**config.mk**
```make
export PLATFORM = sky130hd
export DESIGN_NAME = life_cell_stencil_step
export DESIGN_NICKNAME = d
export VERILOG_FILES = /design/src/lcs_pkg.sv /design/src/lcs_line_ram.sv /design/src/lcs_out_fifo.sv /design/src/life_cell_stencil_step.sv
export SDC_FILE = /design/constraint.sdc
export NUM_CORES = 2
export LEC_CHECK = 0
export ABC_AREA = 0
export BUFFER_PORTS_ARGS = -buffer_cell sky130_fd_sc_hd__buf_2
export CORE_UTILIZATION = 35
export CTS_CLUSTER_SIZE = 14
export DETAILED_ROUTE_END_ITERATION = 12
export MAX_ROUTING_LAYER = met4
export PLACE_DENSITY = 0.49
export SYNTH_ARGS = -nofsm -noshare
export SYNTH_HDL_FRONTEND = slang
export SYNTH_SLANG_ARGS = --single-unit
```
**constraint.sdc**
```tcl
create_clock -name aclk -period 35.2 [get_ports aclk]
set_input_delay 3.52 -clock aclk [delete_from_list [all_inputs] [get_ports aclk]]
set_output_delay 3.52 -clock aclk [all_outputs]
set_load 0.1 [all_outputs]
```
**src/lcs_pkg.sv**
```systemverilog
package lcs_pkg;

    // World limits and field widths
    localparam int MAX_WIDTH   = 1024;
    localparam int MAX_HEIGHT  = 1024;
    localparam int SIZE_W      = 11;
    localparam int COL_W       = $clog2(MAX_WIDTH);
    localparam int ROW_W       = $clog2(MAX_HEIGHT);
    localparam int OUT_COORD_W = 10;
    localparam int MIN_SIZE    = 3;

    // Line buffer entry: bit 0 is two rows up, bit 1 is one row up
    localparam int LINE_DATA_W = 2;

    // Result queue
    localparam int OUT_DEPTH = 3;
    localparam int OUT_PTR_W = $clog2(OUT_DEPTH);
    localparam int OUT_CNT_W = $clog2(OUT_DEPTH + 1);

    // Register map, indexed by paddr[2]
    localparam logic REG_GRID_HEIGHT = 1'b0;
    localparam logic REG_GRID_WIDTH  = 1'b1;

    localparam logic [SIZE_W-1:0] GRID_HEIGHT_RESET = SIZE_W'(64);
    localparam logic [SIZE_W-1:0] GRID_WIDTH_RESET  = SIZE_W'(64);

    // One result as it waits in the queue
    typedef struct packed {
        logic                   next_alive;
        logic [OUT_COORD_W-1:0] out_row;
        logic [OUT_COORD_W-1:0] out_col;
        logic                   frame_last;
    } out_item_t;

endpackage

```
**src/lcs_line_ram.sv**
```systemverilog
module lcs_line_ram #(
    parameter int ADDR_W = 10,
    parameter int DATA_W = 2
) (
    input  logic              aclk,
    input  logic              rd_en,
    input  logic [ADDR_W-1:0] rd_addr,
    output logic [DATA_W-1:0] rd_data,
    input  logic              wr_en,
    input  logic [ADDR_W-1:0] wr_addr,
    input  logic [DATA_W-1:0] wr_data
);

    logic [DATA_W-1:0] mem [2**ADDR_W];
    logic [DATA_W-1:0] rd_data_reg;

    // Write port
    always_ff @(posedge aclk) begin
        if (wr_en) begin
            mem[wr_addr] <= wr_data;
        end
    end

    // Registered read, write-first on a same-address collision
    always_ff @(posedge aclk) begin
        if (rd_en) begin
            if (wr_en && (wr_addr == rd_addr)) begin
                rd_data_reg <= wr_data;
            end else begin
                rd_data_reg <= mem[rd_addr];
            end
        end
    end

    assign rd_data = rd_data_reg;

endmodule

```
**src/lcs_out_fifo.sv**
```systemverilog
module lcs_out_fifo (
    input  logic                      aclk,
    input  logic                      aresetn,
    input  logic                      push,
    input  lcs_pkg::out_item_t        push_item,
    output logic                      out_valid,
    input  logic                      out_ready,
    output lcs_pkg::out_item_t        out_item,
    output logic [lcs_pkg::OUT_CNT_W-1:0] count
);
    import lcs_pkg::*;

    out_item_t              slot_reg [OUT_DEPTH];
    logic [OUT_PTR_W-1:0]   wr_ptr_reg, wr_ptr_next;
    logic [OUT_PTR_W-1:0]   rd_ptr_reg, rd_ptr_next;
    logic [OUT_CNT_W-1:0]   count_reg, count_next;
    logic                   pop;

    assign pop       = out_valid && out_ready;
    assign out_valid = (count_reg != '0);
    assign out_item  = slot_reg[rd_ptr_reg];
    assign count     = count_reg;

    // Advance pointers and occupancy
    always_comb begin
        wr_ptr_next = wr_ptr_reg;
        rd_ptr_next = rd_ptr_reg;
        count_next  = count_reg;
        if (push) begin
            wr_ptr_next = (wr_ptr_reg == OUT_PTR_W'(OUT_DEPTH - 1)) ? '0 : wr_ptr_reg + 1'b1;
        end
        if (pop) begin
            rd_ptr_next = (rd_ptr_reg == OUT_PTR_W'(OUT_DEPTH - 1)) ? '0 : rd_ptr_reg + 1'b1;
        end
        if (push && !pop) begin
            count_next = count_reg + 1'b1;
        end else if (pop && !push) begin
            count_next = count_reg - 1'b1;
        end
    end

    always_ff @(posedge aclk) begin
        if (!aresetn) begin
            wr_ptr_reg <= '0;
            rd_ptr_reg <= '0;
            count_reg  <= '0;
        end else begin
            wr_ptr_reg <= wr_ptr_next;
            rd_ptr_reg <= rd_ptr_next;
            count_reg  <= count_next;
        end
    end

    // Hold results until taken
    always_ff @(posedge aclk) begin
        if (push) begin
            slot_reg[wr_ptr_reg] <= push_item;
        end
    end

endmodule

```
**src/life_cell_stencil_step.sv**
```systemverilog
// Chan  Dir     Signals                                                      Request
// s_    in      s_valid s_ready s_cell_alive s_frame_start                    one current cell
// m_    out     m_valid m_ready m_next_alive m_out_row m_out_col m_frame_last one result cell
// apb   in/out  psel penable pwrite paddr pwdata prdata pready                register access
//
// One cell is taken per clock while s_ready is high, a rate set by the line buffer RAM's one
// read and one write port. Steps of a cell: RAM read and stage register load at its accepting
// edge, then window update, write-back and queue push, after which the queue offers the result.
// Reset clears counters, window, queue and registers; a pass over all MAX_WIDTH entries then
// zeroes the line buffer RAM with s_ready low. A three-entry queue absorbs m_ready stalls;
// s_ready drops while the queue and the cell in flight hold three results.
module life_cell_stencil_step (
    input  logic        aclk,
    input  logic        aresetn,
    input  logic        s_valid,
    output logic        s_ready,
    input  logic        s_cell_alive,
    input  logic        s_frame_start,
    output logic        m_valid,
    input  logic        m_ready,
    output logic        m_next_alive,
    output logic [9:0]  m_out_row,
    output logic [9:0]  m_out_col,
    output logic        m_frame_last,
    input  logic        psel,
    input  logic        penable,
    input  logic        pwrite,
    input  logic [2:0]  paddr,
    input  logic [31:0] pwdata,
    output logic [31:0] prdata,
    output logic        pready
);
    import lcs_pkg::*;

    typedef struct packed {
        logic                   alive;
        logic [COL_W-1:0]       addr;
        logic                   produce;
        logic                   border;
        logic                   last;
        logic [OUT_COORD_W-1:0] orow;
        logic [OUT_COORD_W-1:0] ocol;
    } stage_t;

    logic [SIZE_W-1:0]    grid_height_reg, grid_width_reg;
    logic [SIZE_W-1:0]    height, width;
    logic [COL_W-1:0]     col_reg, col_next;
    logic [ROW_W-1:0]     row_reg, row_next;
    logic [SIZE_W-1:0]    c_base, r_base, c_cur, r_adv, r_cur, c_inc, r_inc;
    logic                 accept;
    stage_t               s1_reg, s1_next;
    logic                 s1_valid_reg;
    logic [8:0]           window_reg, window_next;
    logic [LINE_DATA_W-1:0] rd_data, wr_data;
    logic                 clr_busy_reg;
    logic [COL_W-1:0]     clr_addr_reg;
    logic                 ram_wr_en;
    logic [COL_W-1:0]     ram_wr_addr;
    logic [3:0]           neigh_cnt;
    logic                 centre, rule_alive;
    out_item_t            push_item;
    logic                 push;
    logic [OUT_CNT_W-1:0] q_count;
    logic [OUT_CNT_W:0]   q_load;
    out_item_t            head;
    logic                 cfg_write;

    // Configuration port
    assign pready    = 1'b1;
    assign cfg_write = psel && penable && pwrite && pready;

    always_ff @(posedge aclk) begin
        if (!aresetn) begin
            grid_height_reg <= GRID_HEIGHT_RESET;
            grid_width_reg  <= GRID_WIDTH_RESET;
        end else if (cfg_write) begin
            unique case (paddr[2])
                REG_GRID_HEIGHT: grid_height_reg <= pwdata[SIZE_W-1:0];
                REG_GRID_WIDTH:  grid_width_reg  <= pwdata[SIZE_W-1:0];
                default:         grid_height_reg <= grid_height_reg;
            endcase
        end
    end

    always_comb begin
        unique case (paddr[2])
            REG_GRID_HEIGHT: prdata = {{(32 - SIZE_W){1'b0}}, grid_height_reg};
            REG_GRID_WIDTH:  prdata = {{(32 - SIZE_W){1'b0}}, grid_width_reg};
            default:         prdata = '0;
        endcase
    end

    // Clamp sizes to the supported range
    always_comb begin
        if (grid_height_reg < SIZE_W'(MIN_SIZE)) begin
            height = SIZE_W'(MIN_SIZE);
        end else if (grid_height_reg > SIZE_W'(MAX_HEIGHT)) begin
            height = SIZE_W'(MAX_HEIGHT);
        end else begin
            height = grid_height_reg;
        end
        if (grid_width_reg < SIZE_W'(MIN_SIZE)) begin
            width = SIZE_W'(MIN_SIZE);
        end else if (grid_width_reg > SIZE_W'(MAX_WIDTH)) begin
            width = SIZE_W'(MAX_WIDTH);
        end else begin
            width = grid_width_reg;
        end
    end

    // Input side: hold off during the clearing pass, then accept while the queue plus the
    // item in flight leave room
    assign q_load  = {1'b0, q_count} + {{OUT_CNT_W{1'b0}}, (s1_valid_reg && s1_reg.produce)};
    assign s_ready = !clr_busy_reg && (q_load < (OUT_CNT_W + 1)'(OUT_DEPTH));
    assign accept  = s_valid && s_ready;

    // Position of the incoming cell, wrapped against the current sizes
    always_comb begin
        c_base = s_frame_start ? '0 : {{(SIZE_W - COL_W){1'b0}}, col_reg};
        r_base = s_frame_start ? '0 : {{(SIZE_W - ROW_W){1'b0}}, row_reg};
        if (c_base >= width) begin
            c_cur = '0;
            r_adv = r_base + 1'b1;
        end else begin
            c_cur = c_base;
            r_adv = r_base;
        end
        r_cur = (r_adv >= height) ? '0 : r_adv;
        c_inc = c_cur + 1'b1;
        r_inc = r_cur + 1'b1;
        if (c_inc >= width) begin
            col_next = '0;
            row_next = (r_inc >= height) ? '0 : r_inc[ROW_W-1:0];
        end else begin
            col_next = c_inc[COL_W-1:0];
            row_next = r_cur[ROW_W-1:0];
        end
    end

    // Describe the output cell for the next stage
    always_comb begin
        s1_next.alive   = s_cell_alive;
        s1_next.addr    = c_cur[COL_W-1:0];
        s1_next.produce = (r_cur != '0) && (c_cur != '0);
        s1_next.orow    = OUT_COORD_W'(r_cur - 1'b1);
        s1_next.ocol    = OUT_COORD_W'(c_cur - 1'b1);
        s1_next.border  = (r_cur == SIZE_W'(1)) || (c_cur == SIZE_W'(1));
        s1_next.last    = (r_cur == height - 1'b1) && (c_cur == width - 1'b1);
    end

    always_ff @(posedge aclk) begin
        if (!aresetn) begin
            col_reg      <= '0;
            row_reg      <= '0;
            s1_valid_reg <= 1'b0;
        end else begin
            s1_valid_reg <= accept;
            if (accept) begin
                col_reg <= col_next;
                row_reg <= row_next;
            end
        end
    end

    always_ff @(posedge aclk) begin
        if (accept) begin
            s1_reg <= s1_next;
        end
    end

    // Zero the line buffer RAM after reset, one entry per clock
    always_ff @(posedge aclk) begin
        if (!aresetn) begin
            clr_busy_reg <= 1'b1;
            clr_addr_reg <= '0;
        end else if (clr_busy_reg) begin
            clr_addr_reg <= clr_addr_reg + 1'b1;
            if (clr_addr_reg == COL_W'(MAX_WIDTH - 1)) begin
                clr_busy_reg <= 1'b0;
            end
        end
    end

    // Line buffers: both rows above share one RAM entry per column
    assign wr_data     = clr_busy_reg ? '0 : {s1_reg.alive, rd_data[1]};
    assign ram_wr_en   = clr_busy_reg || s1_valid_reg;
    assign ram_wr_addr = clr_busy_reg ? clr_addr_reg : s1_reg.addr;

    lcs_line_ram #(
        .ADDR_W (COL_W),
        .DATA_W (LINE_DATA_W)
    ) u_line_ram (
        .aclk    (aclk),
        .rd_en   (accept),
        .rd_addr (c_cur[COL_W-1:0]),
        .rd_data (rd_data),
        .wr_en   (ram_wr_en),
        .wr_addr (ram_wr_addr),
        .wr_data (wr_data)
    );

    // Slide the window by one column
    assign window_next = {s1_reg.alive, rd_data, window_reg[8:3]};

    always_ff @(posedge aclk) begin
        if (!aresetn) begin
            window_reg <= '0;
        end else if (s1_valid_reg) begin
            window_reg <= window_next;
        end
    end

    // Count neighbours and apply birth on three, survival on two or three
    always_comb begin
        neigh_cnt = '0;
        for (int k = 0; k < 9; k++) begin
            if (k != 4) begin
                neigh_cnt = neigh_cnt + {3'b000, window_next[k]};
            end
        end
        centre     = window_next[4];
        rule_alive = (neigh_cnt == 4'd3) || (centre && (neigh_cnt == 4'd2));
    end

    assign push                 = s1_valid_reg && s1_reg.produce;
    assign push_item.next_alive = !s1_reg.border && rule_alive;
    assign push_item.out_row    = s1_reg.orow;
    assign push_item.out_col    = s1_reg.ocol;
    assign push_item.frame_last = s1_reg.last;

    lcs_out_fifo u_out_fifo (
        .aclk      (aclk),
        .aresetn   (aresetn),
        .push      (push),
        .push_item (push_item),
        .out_valid (m_valid),
        .out_ready (m_ready),
        .out_item  (head),
        .count     (q_count)
    );

    assign m_next_alive = head.next_alive;
    assign m_out_row    = head.out_row;
    assign m_out_col    = head.out_col;
    assign m_frame_last = head.frame_last;

endmodule

```
==> reports/summary.txt <==
WORST SETUP PATH
--------------------------------------------------------------------------------------------------------
Largest fanout on the critical path .......................................................           42
Data required time of the critical path ...................................................     36.03 ns
Cell mode on critical path ................................................................         ha_1
Arrival time worst endpoint ...............................................................     13.57 ns
Slack of the worst reg-to-reg path ........................................................     25.36 ns
Worst Setup Start Kind ....................................................................    input pin
Category of the worst setup path capture point ............................................     register
Highest-delay cell along the critical path ................................................        buf_4
Worst stage delay on the critical path ....................................................      0.71 ns
Worst reg2reg path endpoint ............................................................... row_reg[9]$_SDFFE_PN0P_
Crit path max-delay family ................................................................ compound AO/OA/AOI/OAI gates
Launch point of the worst reg-to-reg path ................................................. grid_width_reg[2]$_SDFFE_PN0P_
Category of the critical setup timing path ................................................       in2reg
Critical path buffer and inverter count ...................................................            8
Worst r2r path cells ......................................................................           34

MIN PATH
--------------------------------------------------------------------------------------------------------
Beginning of the worst hold path .......................................................... col_reg[9]$_SDFFE_PN0P_
Hold Path Sink ............................................................................ col_reg[9]$_SDFFE_PN0P_
Worst hold path class .....................................................................      reg2reg
Hold Path Stages ..........................................................................            2

CLOCK TREE
--------------------------------------------------------------------------------------------------------
Clock insertion delay at the later pin of the skew report .................................      0.90 ns
Post-cts gate resize count ................................................................            0
Postcts setup bufs ........................................................................            0
Deepest level of the CTS H-tree ...........................................................            4
CTS Sinks .................................................................................        2,218
CTS tree ..................................................................................        built
Post-CTS Hold Buffers .....................................................................            0
Number of buffers inserted during clock tree synthesis ....................................          235
Clk buf depth .............................................................................            3
Library cell used as clock root buffer ....................................................    clkbuf_16
Post-CTS clock slew at the launch and capture registers of the worst setup and hold paths .      0.06 ns

DETAILED ROUTING
--------------------------------------------------------------------------------------------------------
Total Wirelength ..........................................................................     380.7 mm
Post-detailed-route DRC marker count ......................................................            0
Vias per std cell .........................................................................        5.962
Length of the first detailed-routing pass in iterations ...................................            6
Drt first-iter violations .................................................................       10,109
Routed vias ...............................................................................       66,629
Post-DRT Antenna Nets .....................................................................            0
Routed wire length per instance ...........................................................     34.06 um

YOSYS
--------------------------------------------------------------------------------------------------------
Post-Synthesis Cells ......................................................................        7,432
Synthesis Warnings ........................................................................            0
Cell taking the most area after synthesis .................................................     edfxtp_1
Syn_area_per_cell .........................................................................    12.80 um2
Number of synthesized flops with an enable pin ............................................        2,150
Ys flop type ..............................................................................     edfxtp_1
Number of distinct library cells after synthesis ..........................................           94
Area share of the largest cell type after synthesis .......................................       67.87%
Flop and latch count out of synthesis .....................................................        2,218
Proportion of synthesized chip area in sequential cells ...................................       69.30%
Fraction of registers with async set/reset ................................................           0%
Post-Syn Area .............................................................................   95,130 um2
Biggest area contributors in the synthesized netlist ...................................... edfxtp_1 (68%), nor2_1 (4.7%), nand2_1 (3.8%), mux2i_1 (3.1%), a21oi_1 (2.0%)

LAYOUT
--------------------------------------------------------------------------------------------------------
Layout cells sized above 1 ................................................................       11.51%
Layout overhead on the synthesized area ...................................................       12.61%
Final non-filler cell total ...............................................................       11,176
Commonest non-fill, non-tap cell in the layout ............................................     edfxtp_1
Flip-flop count of the largest register, all copies and words added .......................        2,048
Util after Layout .........................................................................       39.60%
Commonest non-fill, non-tap cells in the layout ........................................... edfxtp_1 (2,150), nor2_1 (1,182), nand2_1 (914)
Number of nets in the final layout ........................................................        7,493

PLACED DESIGN
--------------------------------------------------------------------------------------------------------
Number of buffers inserted by port buffering ..............................................           55
Number of placed instances with taps included .............................................       10,717
Final RePlAce weighted congestion .........................................................       0.8936
Half-perimeter wire length after placement ................................................     212.6 mm

GLOBAL ROUTE
--------------------------------------------------------------------------------------------------------
Number of global-route vias before repair .................................................       63,974
Global-route wire length before repair ....................................................     519.1 mm
Antenna violations before repair ..........................................................           35
GRT Residual Overflow .....................................................................            0
GR Util All Layers ........................................................................       28.14%
Pin count of the biggest net entering global routing ......................................          201

STA
--------------------------------------------------------------------------------------------------------
Total setup violations reported at the end of the flow ....................................            0
Setup total negative slack ................................................................         0 ns
Worst rel slew slack ......................................................................       3.579%
Share of the clock period used by the worst path after layout .............................       36.19%
Minimum period implied by the final worst setup slack .....................................     12.74 ns
Peak Freq .................................................................................    78.50 MHz
Setup repair after global routing missed its margin .......................................        false
Transition time of the tightest slew-check pin ............................................     1.431 ns
Hold Fails Final Rpt ......................................................................            0
Worst slack on hold paths .................................................................    0.4590 ns
Clock Skew ................................................................................   0.03827 ns
Max-slew violation count ..................................................................            0

POWER AND IR DROP
--------------------------------------------------------------------------------------------------------
Net Switching .............................................................................      1141 uW
P_leak ....................................................................................   0.02991 uW
Combinational share of power ..............................................................         1.5%
Total design power ........................................................................      5343 uW
Sequential Power Share ....................................................................        53.4%
Power Dens Cells .......................................................................... 49.88 nW/um2
Peak supply drop ..........................................................................   0.05328 mV
Internal power ............................................................................      4202 uW
Clock group share of total power ..........................................................        45.1%
Sw Share ..................................................................................       21.36%

DIE
--------------------------------------------------------------------------------------------------------
Width of the die ..........................................................................     523.3 um
Die height ................................................................................     523.3 um
Row count .................................................................................          191
Initial core utilization ..................................................................       35.16%
Die area ..................................................................................  273,900 um2
I/O pin cnt ...............................................................................          101
Placeable core area .......................................................................  270,500 um2

STATUS
--------------------------------------------------------------------------------------------------------
Outcome ................................................................................... finished, final reports clean

RUN
--------------------------------------------------------------------------------------------------------
Count of maximum capacitance violations ...................................................            0

==> per-layer routing <==
layer | track usage [%] | wire (um) | vias to the layer above
li1 | - | - | 27684
met1 | 35.80 | 149200 | 34379
met5 | - | 0 | -
met4 | 13.11 | 19750 | 0
met2 | 43.14 | 174700 | 3836
met3 | 5.648 | 37080 | 730
==> worst max-delay path by stage <==
stage                       startpoint                        endpoint  cells past startpoint
2_1_floorplan  clr_busy_reg$_SDFF_PN1_  u_line_ram.mem[0][1]$_DFFE_PP_                      5
3_3_place_gp             s_frame_start         row_reg[6]$_SDFFE_PN0P_                     34
3_5_place_dp             s_frame_start         row_reg[9]$_SDFFE_PN0P_                     34
4_1_cts                  s_frame_start         row_reg[9]$_SDFFE_PN0P_                     34
5_1_grt                  s_frame_start         row_reg[9]$_SDFFE_PN0P_                     34
6_report                 s_frame_start         row_reg[9]$_SDFFE_PN0P_                     34
==> cell families (layout without fill, tap and decap cells) <==
group | count (synthesis) | in the layout | synth area share (%)
multiplexers | 399 | 399 | 4.965
XOR/XNOR | 80 | 80 | 0.7366
adder cells (fa/ha/maj) | 65 | 65 | 0.8865
buffers and inverters | 679 | 815 | 3.096
AO/OA/AOI/OAI | 1374 | 1374 | 9.750
other | 2 | 40 | 0.007895
AND/OR/NAND/NOR | 2615 | 2615 | 11.26
flip-flops | 2218 | 2218 | 69.30
==> cells in the mapped netlist, types with 60 or more instances <==
cell	number
nor2_1	1198
a31oi_1	74
mux2i_1	293
ha_1	61
o211ai_1	79
buf_2	146
nor3_1	125
nand3_1	147
a21oi_1	374
o221ai_1	101
dfxtp_1	68
o22ai_1	61
edfxtp_1	2150
clkbuf_1	370
nand2_1	956
xnor2_1	60
a211oi_1	64
o21ai_0	229
==> area by class of cell <==
| cell class | instances | area (um2) |
|---|---|---|
| timing repair buffer | 313 | 2375 |
| multi-input combinational | 4555 | 26710 |
| fill | 25680 | 163400 |
| clock inverter | 144 | 1111 |
| inverter | 61 | 259.0 |
| antenna | 18 | 45.04 |
| clock buffer | 297 | 6230 |
| sequential | 2218 | 65920 |
| tap | 3570 | 4467 |
==> power by group through the flow <==
stage                     Sequential, uW  Clock (uW)  Combinational (uW)
after floorplan                     2910           0                47.8
after global placement              2910           0                79.4
after detailed placement            2910           0                79.6
after CTS                           2850        2430                79.8
after global routing                2850        2520                83.3
final                               2850        2410                82.1
==> worst min-delay path, stage by stage, from the launching register on <==
cell	delay [ns]
dfxtp_1	0.31
nand2_1	0.05
a21oi_1	0.05
==> stage by stage <==
step | setup slack, ns | area (um2)
CTS | 22.73 | 107100
global route | 22.18 | 107100
floorplan | 4.092 | 95200
detailed placement | 21.84 | 99730
global placement | 21.76 | 99730
finish | 22.46 | 107100
Note: power is estimated with default switching activity, not from simulation.
